### config.mk
export PLATFORM = sky130hd
export DESIGN_NAME = potts_contact_energy_delta_top
export DESIGN_NICKNAME = d
export VERILOG_FILES = /design/src/pcde_pkg.sv /design/src/pcde_front.sv /design/src/pcde_fifo.sv /design/src/pcde_back.sv /design/src/potts_contact_energy_delta_top.sv
export SDC_FILE = /design/constraint.sdc
export NUM_CORES = 1
export LEC_CHECK = 0
export BUFFER_PORTS_ARGS = -buffer_cell sky130_fd_sc_hd__buf_4
export CAP_MARGIN = 20
export CORE_MARGIN = 10
export CORE_UTILIZATION = 60
export CTS_CLUSTER_SIZE = 24
export DETAILED_ROUTE_END_ITERATION = 12
export GPL_TIMING_DRIVEN = 0
export PLACE_DENSITY_LB_ADDON = 0.15
export SLEW_MARGIN = 40
export SYNTH_ARGS = -nofsm -noshare
export SYNTH_HDL_FRONTEND = slang
export SYNTH_SLANG_ARGS = --single-unit
### constraint.sdc
create_clock -name clock -period 7.06 [get_ports clock]
set_clock_uncertainty 0.05 [all_clocks]
set_input_delay 0.353 -clock clock [delete_from_list [all_inputs] [get_ports clock]]
set_output_delay 0.353 -clock clock [all_outputs]
set_load 0.02 [all_outputs]
### src/pcde_pkg.sv
// Shared types, constants and helper functions for the Potts contact energy delta block.
// Depends on nothing; every other file in src uses it by scoped names.

package pcde_pkg;

   // Neighbors in one copy attempt. This bounds the accumulator range.
   localparam int NeighborCount = 26;
   localparam int TagW          = 16;
   localparam int KindW         = 2;
   localparam int EnergyW       = 16;
   localparam int DeltaW        = 22;
   localparam int CsrIndexW     = 3;

   // The accumulator saturates at plus or minus this value.
   localparam int AccLimit = NeighborCount * 65535;

   // Depth of the queue between the front and the back, and its index widths.
   localparam int FifoDepth = 4;
   localparam int FifoPtrW  = $clog2(FifoDepth);
   localparam int FifoCntW  = $clog2(FifoDepth + 1);

   localparam logic [KindW-1:0] KindCm = KindW'(1);

   typedef enum logic [CsrIndexW-1:0] {
      CSR_J_CM_CM     = 3'd0,
      CSR_J_CM_MEDIUM = 3'd1,
      CSR_J_FB_FB     = 3'd2,
      CSR_J_FB_MEDIUM = 3'd3,
      CSR_J_FB_CM     = 3'd4
   } csr_index_type;

   // Which contact energy a pair of voxels selects.
   typedef enum logic [2:0] {
      SEL_ZERO      = 3'd0,
      SEL_CM_CM     = 3'd1,
      SEL_CM_MEDIUM = 3'd2,
      SEL_FB_FB     = 3'd3,
      SEL_FB_MEDIUM = 3'd4,
      SEL_FB_CM     = 3'd5
   } energy_sel_type;

   typedef struct packed {
      energy_sel_type target_sel;
      energy_sel_type source_sel;
      logic           last;
   } fifo_entry_type;

   typedef struct packed {
      logic signed [EnergyW-1:0] cm_cm;
      logic signed [EnergyW-1:0] cm_medium;
      logic signed [EnergyW-1:0] fb_fb;
      logic signed [EnergyW-1:0] fb_medium;
      logic signed [EnergyW-1:0] fb_cm;
   } energy_table_type;

   // Classifies the contact between voxel a and voxel b.
   function automatic energy_sel_type pair_sel(
      input logic [TagW-1:0]  tag_a,
      input logic [KindW-1:0] kind_a,
      input logic [TagW-1:0]  tag_b,
      input logic [KindW-1:0] kind_b
   );
      logic [KindW-1:0] cell_kind;
      energy_sel_type   sel;
      cell_kind = (tag_a == '0) ? kind_b : kind_a;
      if (tag_a == tag_b) begin
         sel = SEL_ZERO;
      end else if (tag_a == '0 || tag_b == '0) begin
         sel = (cell_kind == KindCm) ? SEL_CM_MEDIUM : SEL_FB_MEDIUM;
      end else if (kind_a == kind_b) begin
         sel = (kind_a == KindCm) ? SEL_CM_CM : SEL_FB_FB;
      end else begin
         sel = SEL_FB_CM;
      end
      return sel;
   endfunction

   // Looks up the energy that a classification code stands for.
   function automatic logic signed [EnergyW-1:0] energy_of(
      input energy_sel_type   sel,
      input energy_table_type tbl
   );
      logic signed [EnergyW-1:0] e;
      case (sel)
         SEL_CM_CM:     e = tbl.cm_cm;
         SEL_CM_MEDIUM: e = tbl.cm_medium;
         SEL_FB_FB:     e = tbl.fb_fb;
         SEL_FB_MEDIUM: e = tbl.fb_medium;
         SEL_FB_CM:     e = tbl.fb_cm;
         default:       e = '0;
      endcase
      return e;
   endfunction

endpackage

### src/pcde_front.sv
// Front part: accepts input words and classifies both contacts of the neighbor.
// Depends on pcde_pkg.

module pcde_front (
   input  logic                         req_valid,
   output logic                         req_stall,
   input  logic [pcde_pkg::TagW-1:0]    req_target_tag,
   input  logic [pcde_pkg::KindW-1:0]   req_target_kind,
   input  logic [pcde_pkg::TagW-1:0]    req_source_tag,
   input  logic [pcde_pkg::KindW-1:0]   req_source_kind,
   input  logic [pcde_pkg::TagW-1:0]    req_neighbor_tag,
   input  logic [pcde_pkg::KindW-1:0]   req_neighbor_kind,
   input  logic                         req_last_neighbor,
   input  logic                         fifo_full,
   output logic                         fifo_push,
   output pcde_pkg::fifo_entry_type     fifo_wr_entry
);

   assign req_stall = fifo_full;
   assign fifo_push = req_valid && !fifo_full;

   always_comb begin
      fifo_wr_entry.target_sel = pcde_pkg::pair_sel(req_target_tag, req_target_kind,
                                                    req_neighbor_tag, req_neighbor_kind);
      fifo_wr_entry.source_sel = pcde_pkg::pair_sel(req_source_tag, req_source_kind,
                                                    req_neighbor_tag, req_neighbor_kind);
      fifo_wr_entry.last       = req_last_neighbor;
   end

endmodule

### src/pcde_fifo.sv
// Short queue of classified words between the front and the back.
// Depends on pcde_pkg.

module pcde_fifo (
   input  logic                     clock,
   input  logic                     reset,
   input  logic                     push,
   input  pcde_pkg::fifo_entry_type wr_entry,
   input  logic                     pop,
   output pcde_pkg::fifo_entry_type rd_entry,
   output logic                     full,
   output logic                     not_empty
);

   pcde_pkg::fifo_entry_type mem_ff [pcde_pkg::FifoDepth];

   logic [pcde_pkg::FifoPtrW-1:0] wr_ptr_ff, wr_ptr_in;
   logic [pcde_pkg::FifoPtrW-1:0] rd_ptr_ff, rd_ptr_in;
   logic [pcde_pkg::FifoCntW-1:0] count_ff, count_in;

   assign full      = (count_ff == pcde_pkg::FifoCntW'(pcde_pkg::FifoDepth));
   assign not_empty = (count_ff != '0);
   assign rd_entry  = mem_ff[rd_ptr_ff];

   always_comb begin
      wr_ptr_in = wr_ptr_ff;
      rd_ptr_in = rd_ptr_ff;
      count_in  = count_ff;
      if (push) begin
         wr_ptr_in = (wr_ptr_ff == pcde_pkg::FifoPtrW'(pcde_pkg::FifoDepth - 1)) ?
                     '0 : wr_ptr_ff + 1'b1;
      end
      if (pop) begin
         rd_ptr_in = (rd_ptr_ff == pcde_pkg::FifoPtrW'(pcde_pkg::FifoDepth - 1)) ?
                     '0 : rd_ptr_ff + 1'b1;
      end
      if (push && !pop) begin
         count_in = count_ff + 1'b1;
      end else if (pop && !push) begin
         count_in = count_ff - 1'b1;
      end
   end

   always_ff @(posedge clock) begin
      if (push) begin
         mem_ff[wr_ptr_ff] <= wr_entry;
      end
   end

   always_ff @(posedge clock) begin
      if (reset) begin
         wr_ptr_ff <= '0;
         rd_ptr_ff <= '0;
         count_ff  <= '0;
      end else begin
         wr_ptr_ff <= wr_ptr_in;
         rd_ptr_ff <= rd_ptr_in;
         count_ff  <= count_in;
      end
   end

endmodule

### src/pcde_back.sv
// Back part: looks up energies, accumulates the saturated delta and holds the result word.
// Depends on pcde_pkg.

module pcde_back (
   input  logic                              clock,
   input  logic                              reset,
   input  pcde_pkg::energy_table_type        energies,
   input  logic                              fifo_not_empty,
   input  pcde_pkg::fifo_entry_type          fifo_rd_entry,
   output logic                              fifo_pop,
   output logic                              rsp_valid,
   input  logic                              rsp_stall,
   output logic signed [pcde_pkg::DeltaW-1:0] rsp_energy_delta
);

   localparam logic signed [pcde_pkg::DeltaW:0] SatHi = (pcde_pkg::DeltaW + 1)'(pcde_pkg::AccLimit);
   localparam logic signed [pcde_pkg::DeltaW:0] SatLo = -SatHi;

   logic signed [pcde_pkg::DeltaW-1:0]  acc_ff, acc_in;
   logic                                rsp_valid_ff, rsp_valid_in;
   logic signed [pcde_pkg::DeltaW-1:0]  rsp_delta_ff, rsp_delta_in;

   logic signed [pcde_pkg::EnergyW-1:0] e_target, e_source;
   logic signed [pcde_pkg::EnergyW:0]   diff;
   logic signed [pcde_pkg::DeltaW:0]    sum;
   logic signed [pcde_pkg::DeltaW-1:0]  sat;

   // A last word needs the result register free, or about to be freed.
   assign fifo_pop = fifo_not_empty &&
                     !(fifo_rd_entry.last && rsp_valid_ff && rsp_stall);

   always_comb begin
      e_target = pcde_pkg::energy_of(fifo_rd_entry.target_sel, energies);
      e_source = pcde_pkg::energy_of(fifo_rd_entry.source_sel, energies);
      diff     = {e_source[pcde_pkg::EnergyW-1], e_source}
               - {e_target[pcde_pkg::EnergyW-1], e_target};
      sum      = {acc_ff[pcde_pkg::DeltaW-1], acc_ff}
               + (pcde_pkg::DeltaW + 1)'(diff);
      if (sum > SatHi) begin
         sat = SatHi[pcde_pkg::DeltaW-1:0];
      end else if (sum < SatLo) begin
         sat = SatLo[pcde_pkg::DeltaW-1:0];
      end else begin
         sat = sum[pcde_pkg::DeltaW-1:0];
      end
   end

   always_comb begin
      acc_in       = acc_ff;
      rsp_valid_in = rsp_valid_ff && rsp_stall;
      rsp_delta_in = rsp_delta_ff;
      if (fifo_pop) begin
         if (fifo_rd_entry.last) begin
            acc_in       = '0;
            rsp_valid_in = 1'b1;
            rsp_delta_in = sat;
         end else begin
            acc_in = sat;
         end
      end
   end

   always_ff @(posedge clock) begin
      if (reset) begin
         acc_ff       <= '0;
         rsp_valid_ff <= 1'b0;
      end else begin
         acc_ff       <= acc_in;
         rsp_valid_ff <= rsp_valid_in;
      end
   end

   always_ff @(posedge clock) begin
      rsp_delta_ff <= rsp_delta_in;
   end

   assign rsp_valid        = rsp_valid_ff;
   assign rsp_energy_delta = rsp_delta_ff;

endmodule

### src/potts_contact_energy_delta_top.sv
// Top level of the Potts contact energy delta block: energy registers and the
// front, queue and back parts. Depends on pcde_pkg, pcde_front, pcde_fifo and pcde_back.
//
//   Channel  Direction  Handshake              Word
//   req      in         req_valid / req_stall  target, source and one neighbor voxel
//   rsp      out        rsp_valid / rsp_stall  energy_delta, once per copy attempt
//   csr      in         csr_wr_en              one contact energy register
//
// One request word is accepted every cycle while the four-entry queue has room.
// The result of a copy attempt reaches the output through the queue and the result
// register: the queue entry written when its last neighbor word is accepted is summed
// once it reaches the head of the queue, and lands in the result register.
// Reset is synchronous and clears the energies, the queue and the accumulator.
// A stalled result holds back only a later last-neighbor word; other words keep
// draining into the accumulator, and the queue absorbs short stalls.

module potts_contact_energy_delta_top (
   input  logic                                clock,
   input  logic                                reset,

   input  logic                                req_valid,
   output logic                                req_stall,
   input  logic [pcde_pkg::TagW-1:0]           req_target_tag,
   input  logic [pcde_pkg::KindW-1:0]          req_target_kind,
   input  logic [pcde_pkg::TagW-1:0]           req_source_tag,
   input  logic [pcde_pkg::KindW-1:0]          req_source_kind,
   input  logic [pcde_pkg::TagW-1:0]           req_neighbor_tag,
   input  logic [pcde_pkg::KindW-1:0]          req_neighbor_kind,
   input  logic                                req_last_neighbor,

   output logic                                rsp_valid,
   input  logic                                rsp_stall,
   output logic signed [pcde_pkg::DeltaW-1:0]  rsp_energy_delta,

   input  logic                                csr_wr_en,
   input  logic [pcde_pkg::CsrIndexW-1:0]      csr_index,
   input  logic [pcde_pkg::EnergyW-1:0]        csr_wdata
);

   pcde_pkg::energy_table_type energies_ff, energies_in;

   logic                     fifo_push;
   logic                     fifo_pop;
   logic                     fifo_full;
   logic                     fifo_not_empty;
   pcde_pkg::fifo_entry_type fifo_wr_entry;
   pcde_pkg::fifo_entry_type fifo_rd_entry;

   // Energy registers. Writes to an index beyond the list are dropped.
   always_comb begin
      energies_in = energies_ff;
      if (csr_wr_en) begin
         case (csr_index)
            pcde_pkg::CSR_J_CM_CM:     energies_in.cm_cm     = csr_wdata;
            pcde_pkg::CSR_J_CM_MEDIUM: energies_in.cm_medium = csr_wdata;
            pcde_pkg::CSR_J_FB_FB:     energies_in.fb_fb     = csr_wdata;
            pcde_pkg::CSR_J_FB_MEDIUM: energies_in.fb_medium = csr_wdata;
            pcde_pkg::CSR_J_FB_CM:     energies_in.fb_cm     = csr_wdata;
            default:                   energies_in = energies_ff;
         endcase
      end
   end

   always_ff @(posedge clock) begin
      if (reset) begin
         energies_ff <= '0;
      end else begin
         energies_ff <= energies_in;
      end
   end

   pcde_front u_front (
      .req_valid         (req_valid),
      .req_stall         (req_stall),
      .req_target_tag    (req_target_tag),
      .req_target_kind   (req_target_kind),
      .req_source_tag    (req_source_tag),
      .req_source_kind   (req_source_kind),
      .req_neighbor_tag  (req_neighbor_tag),
      .req_neighbor_kind (req_neighbor_kind),
      .req_last_neighbor (req_last_neighbor),
      .fifo_full         (fifo_full),
      .fifo_push         (fifo_push),
      .fifo_wr_entry     (fifo_wr_entry)
   );

   pcde_fifo u_fifo (
      .clock     (clock),
      .reset     (reset),
      .push      (fifo_push),
      .wr_entry  (fifo_wr_entry),
      .pop       (fifo_pop),
      .rd_entry  (fifo_rd_entry),
      .full      (fifo_full),
      .not_empty (fifo_not_empty)
   );

   pcde_back u_back (
      .clock            (clock),
      .reset            (reset),
      .energies         (energies_ff),
      .fifo_not_empty   (fifo_not_empty),
      .fifo_rd_entry    (fifo_rd_entry),
      .fifo_pop         (fifo_pop),
      .rsp_valid        (rsp_valid),
      .rsp_stall        (rsp_stall),
      .rsp_energy_delta (rsp_energy_delta)
   );

endmodule

==> results.cfg, run 1 <==
[status]
status = finished, final reports clean

[clock_network]
cts.sinks = 162
cts.path.max_buffers = 2
clk_pin_slew_ns = 0.07
cts_htree_levels = 4
cts_hold_buffers = 0
cts_setup_buffers = 0
clockRootBuffer = clkbuf_16
worstSkewPairLatency_ns = 0.44
cts_resized = 0
numCtsBuffers = 17
cts_tree = built

[placement]
dpl.hpwl_mm = 21.19
globalplace.congestion = 0.9757
port_buffers = 102

[layout]
drive_gt1_share_pct = 13.11
diodes = 0
fillers = 1282
area_growth_pct = 16.94
post-route-util_pct = 71.78
fin_nets = 1399
final_common_cell = nand2_1
layout_common_cells = nand2_1, a21oi_1, dfxtp_1

[die]
die_y_microns = 147.7
core_area_sq_um = 15940
ios = 103
die_width_microns = 147.7
start_util_pct = 61.38
dieArea_sq_um = 21820
num_rows = 46

[yosys]
syn_area_sq_um = 9786
synth-edff-count = 50
synth_ff_type = dfxtp_1
ys_async_sr_fraction_pct = 0
ys.warnings.count = 0
synth_fp_nets = 1280
synth.distinct_cells = 70
synth_cells = 1149
synth-seq-cells = 162
synth_area_per_cell_sq_um = 8.517
synth.yosys.seq_area_share_pct = 38.26

[global_routing]
grt_usage_pct = 25.96
grt_pass1_wl_mm = 46.29
grt_max_degree = 24
gr-total-overflow = 0
antenna_found_initial = 0
first_global_vias = 9270

[power_and_ir_drop]
p_leak_uw = 0.004371
peakVddDrop_v = 0.0003663
power_density_nw_per_um2 = 604.4

[critical_path]
cp_max_fo = 10
worstPathArrival_ns = 6.76
crit_path_start_kind = flip-flop
endpoint_kind = flip-flop
required_ns = 7.16
critPathKind = flip-flop to flip-flop

[drt]
via_per_inst = 6.099
num_vias = 9130
drtAntennaViolNets = 0
wl_mm = 28.38
drt_iter0_markers = 859
remaining_drc_errors = 0
wl_per_cell_microns = 18.96
firstDrtPassIters = 5

[timing]
slew_headroom_pct = 48.36
totalNegativeSetupSlack_ns = 0
fmax_ghz = 0.1502
finalCriticalPeriod_ns = 6.657
setup_viol = 0
fin_crit_sh_pct = 94.29
timing.final.max_slew_violations = 0
rsz0062_at_grt = false
max_slew.worst_pin.slew_ns = 0.7746
hold_viol = 0
timing.hold.ws_ns = 0.06393

[run]
maxCapViolCount = 0

[worst_hold_path]
hp-class = primary input to flip-flop
-- synth_stat cells (17+ instances only) --
cell / instances / area share [%]
nand2_1: 219 / 8.4
a21oi_1: 161 / 8.2
dfxtp_1: 112 / 23
nor2_1: 70 / 2.7
inv_1: 61 / 2.3
clkbuf_1: 54 / 2.1
edfxtp_1: 50 / 15
o21ai_0: 45 / 2.3
xnor2_1: 40 / 3.6
mux2i_1: 35 / 3.6
ha_1: 29 / 3.7
fa_1: 23 / 4.7
nor4_1: 17 / 1.1
-- path summary, 6_finish.rpt --
path,startpoint,to,slack [ns],cells past startpoint
hold / removal,req_last_neighbor,u_fifo.mem_ff[3][0],0.06,1
setup reg to reg,flip-flop,u_back.rsp_energy_delta[7],0.40,21
setup / recovery,flip-flop,u_back.rsp_energy_delta[7],0.40,21
hold reg to reg,u_back.acc_ff[0],u_back.acc_ff[0],0.42,1
-- cell type report --
class | instances | area [sq um] | area share [%]
clock inverters | 14 | 178.9 | 1.564
plain buffers | 58 | 229.0 | 2.001
clock buffers | 18 | 439.2 | 3.838
repair buffers | 102 | 765.7 | 6.691
flip-flops and latches | 162 | 3744 | 32.71
multi-input cells | 865 | 5584 | 48.80
well taps | 216 | 270.3 | 2.362
inverters | 62 | 232.7 | 2.034
-- where the power goes --
| part | internal [uW] | switching, uW | total (uW) | leakage (uW) |
|---|---|---|---|---|
| Sequential | 1300 | 63.5 | 1370 | 0.00137 |
| Combinational | 1610 | 2950 | 4560 | 0.00271 |
| Clock | 572 | 414 | 986 | 0.000294 |
-- per-stage QoR --
| stage | total power, uW | cell area (sq um) | setup slack (ns) | cells |
|---|---|---|---|---|
| after floorplan | 4613 | 9786 | 1.565 | 1149 |
| after detailed placement | 5765 | 10820 | 0.2615 | 1467 |
| final | 6917 | 11440 | 0.4029 | 1497 |
| after global routing | 7402 | 11440 | 0.01835 | 1497 |
| after CTS | 6804 | 11440 | 0.1766 | 1499 |
| after global placement | 5681 | 10820 | 0.3329 | 1467 |
-- sequential cells by signal, indices dropped and copies added, names as in the netlist, named ones only --
register and count:
energies_ff 80, u_fifo.mem_ff 28, u_back.acc_ff 22, u_back.rsp_energy_delta 22, u_fifo.count_ff 3, u_fifo.rd_ptr_ff 2
u_fifo.wr_ptr_ff 2, u_back.rsp_valid 1
-- per-layer routing --
metal / part of all wire, % / vias up / global-route usage (%)
met3: 7.8 / 63 / 5.433
met2: 48 / 391 / 43.19
met5: 0 / - / 0
met1: 42 / 4374 / 32.02
met4: 3.0 / 0 / 10.95
li1: - / 4302 / -
-- logic make-up after synthesis --
family                     after synthesis  synth area share [%]
adders and majority gates               54                 8.618
buffers and inverters                  122                 4.756
muxes                                   44                 5.421
xor gates and xnor gates                50                 4.552
DFF                                    162                 38.26
AOI/OAI and AO/OA                      320                 20.24
and+or+nand+nor                        397                 18.16
-- critical path, stage by stage (launching register included) --
cell and delay (ns):
dfxtp_1 0.33, buf_2 0.26, mux4_2 0.73, nor2b_1 0.16
clkbuf_1 0.20, clkbuf_1 0.47, a22oi_1 0.17, nor2_1 0.11
a21oi_1 0.07, fa_1 0.56, inv_1 0.07, fa_1 0.48
nor2b_1 0.19, o31a_1 0.43, nor2_1 0.10, o31ai_1 0.30
xnor2_1 0.28, nor3_1 0.16, a21oi_1 0.31, o22a_1 0.34
clkbuf_1 0.36, o21ai_0 0.22
Note: power is estimated with default switching activity, not from simulation.
==> run 2: changes to the inputs <==
Settings changed: CORE_UTILIZATION 60 to 40.
==> results.cfg, run 2 (synthesis gave the netlist of run 1 again) <==
[critical_path]
crit_path_start_kind = flip-flop
r2r_slack_ns = 0.49
required_ns = 7.16
critPathKind = flip-flop to flip-flop
cp_max_fo = 10
endpoint_kind = flip-flop
worstPathArrival_ns = 6.66

[power_and_ir_drop]
p_leak_uw = 0.004381
peakVddDrop_v = 0.0003134
power_density_nw_per_um2 = 586.7

[global_routing]
grt_pass1_wl_mm = 46.37
gr-total-overflow = 0
grt_usage_pct = 18.54
grt_max_degree = 24
antenna_found_initial = 0
first_global_vias = 8735

[layout]
fin_nets = 1400
final_area_sq_um = 11550
diodes = 0
reg.largest.list = energies_ff x80, u_fifo.mem_ff x28
multi_input_area_sq_um = 5587
register_area_sq_um = 3744
regMostFlops = energies_ff
area_growth_pct = 18.05
largest_reg_flops = 80
post-route-util_pct = 47.78
fillers = 2382
final_common_cell = nand2_1
drive_gt1_share_pct = 13.49
layout_common_cells = nand2_1, a21oi_1, dfxtp_1

[die]
die_width_microns = 176.4
start_util_pct = 40.48
die_y_microns = 176.4
num_rows = 57
ios = 103
core_area_sq_um = 24180
dieArea_sq_um = 31120

[clock_network]
cts_hold_buffers = 0
cts_tree = built
worstSkewPairLatency_ns = 0.44
clockRootBuffer = clkbuf_16
cts.path.max_buffers = 2
cts_htree_levels = 4
clk_pin_slew_ns = 0.07
cts.sinks = 162
numCtsBuffers = 17

[drt]
remaining_drc_errors = 0
wl_per_cell_microns = 17.97
top_layer = met4
drtAntennaViolNets = 0
wl_mm = 28.86
wl_met1_mm = 12.76
wl_met2_mm = 13.81
drt_iter0_markers = 736
met3_length_mm = 1.825
num_vias = 8713
via_per_inst = 5.425
firstDrtPassIters = 6

[worst_hold_path]
hp-class = primary input to flip-flop

[timing]
slew_headroom_pct = 49.65
setup_viol = 0
setup_ws_ns = 0.4941
fmax_ghz = 0.1523
fin_crit_sh_pct = 93.00
timing.final.max_slew_violations = 0
finalCriticalPeriod_ns = 6.566
rsz0062_at_grt = false
timing.hold.ws_ns = 0.07174
totalNegativeSetupSlack_ns = 0
hold_viol = 0
max_slew.worst_pin.slew_ns = 0.7552

[placement]
port_buffers = 102
dpl.hpwl_mm = 22.40
dpl-instance-area_sq_um = 10970
dp_slack_ns = 0.1713
globalplace.congestion = 0.8840

[run]
maxCapViolCount = 0

[status]
status = finished, final reports clean
run 2: cell types whose count changed in the layout (fill, tap and decap cells not counted), moves of 3 or more:
cell / previous run / this run
inv_6: 2 / 5
clkinvlp_4: 3 / 0
clkbuf_2: 3 / 7
bufinv_16: 3 / 0
run 2: layer usage:
layer / track usage, % / up-vias
met5: 0 / -
met4: 4.869 / 0
met3: 4.293 / 43
met2: 30.91 / 232
met1: 23.65 / 4136
li1: - / 4302
run 2: area by class of cell:
class / count / share of cell area [%]
multi-input combinational: 865 / 48.36
sequential: 162 / 32.41
timing repair buffer: 102 / 6.628
clock buffer: 22 / 4.300
tap: 324 / 3.509
buffer: 59 / 2.047
inverter: 62 / 2.015
clock inverter: 10 / 0.7365
run 2: metrics by stage:
step	power [uW]	std cells
finish	6777	1606
global route	7379	1606
CTS	6769	1607
detailed placement	5817	1575
global placement	5796	1575
floorplan	4613	1149
run 2: path summary, 6_finish.rpt:
path | cells after the start | to | start
max | 20 | u_back.rsp_energy_delta[7] | flip-flop
max reg2reg | 20 | u_back.rsp_energy_delta[7] | flip-flop
min reg2reg | 2 | energies_ff[6] | energies_ff[6]
min | 1 | u_fifo.mem_ff[2][0] | req_last_neighbor
run 2: worst max-delay path, stage by stage (launching register included):
cell and delay (ns):
dfxtp_1 0.30, buf_2 0.25, mux4_2 0.75, nor2b_1 0.21, clkbuf_1 0.21, clkbuf_1 0.29
a221oi_1 0.33, a21oi_1 0.10, fa_1 0.53, inv_1 0.05, ha_1 0.40, a21oi_1 0.29
o21ai_0 0.22, a211oi_2 0.33, nand2_1 0.13, a311o_1 0.35, a21oi_1 0.19, xor2_1 0.39
o22a_1 0.32, clkbuf_1 0.34, o21ai_0 0.22
run 2: repair_timing:
action,CTS,global route
setup buffers,0,0
gates resized for setup,0,11
setup endpoints to repair,0,25
run 2: power breakdown:
group          leakage (uW)  internal, uW  switching [uW]
combinational       0.00272          1610            2880
sequential          0.00137          1300            63.3
clock              0.000293           511             417
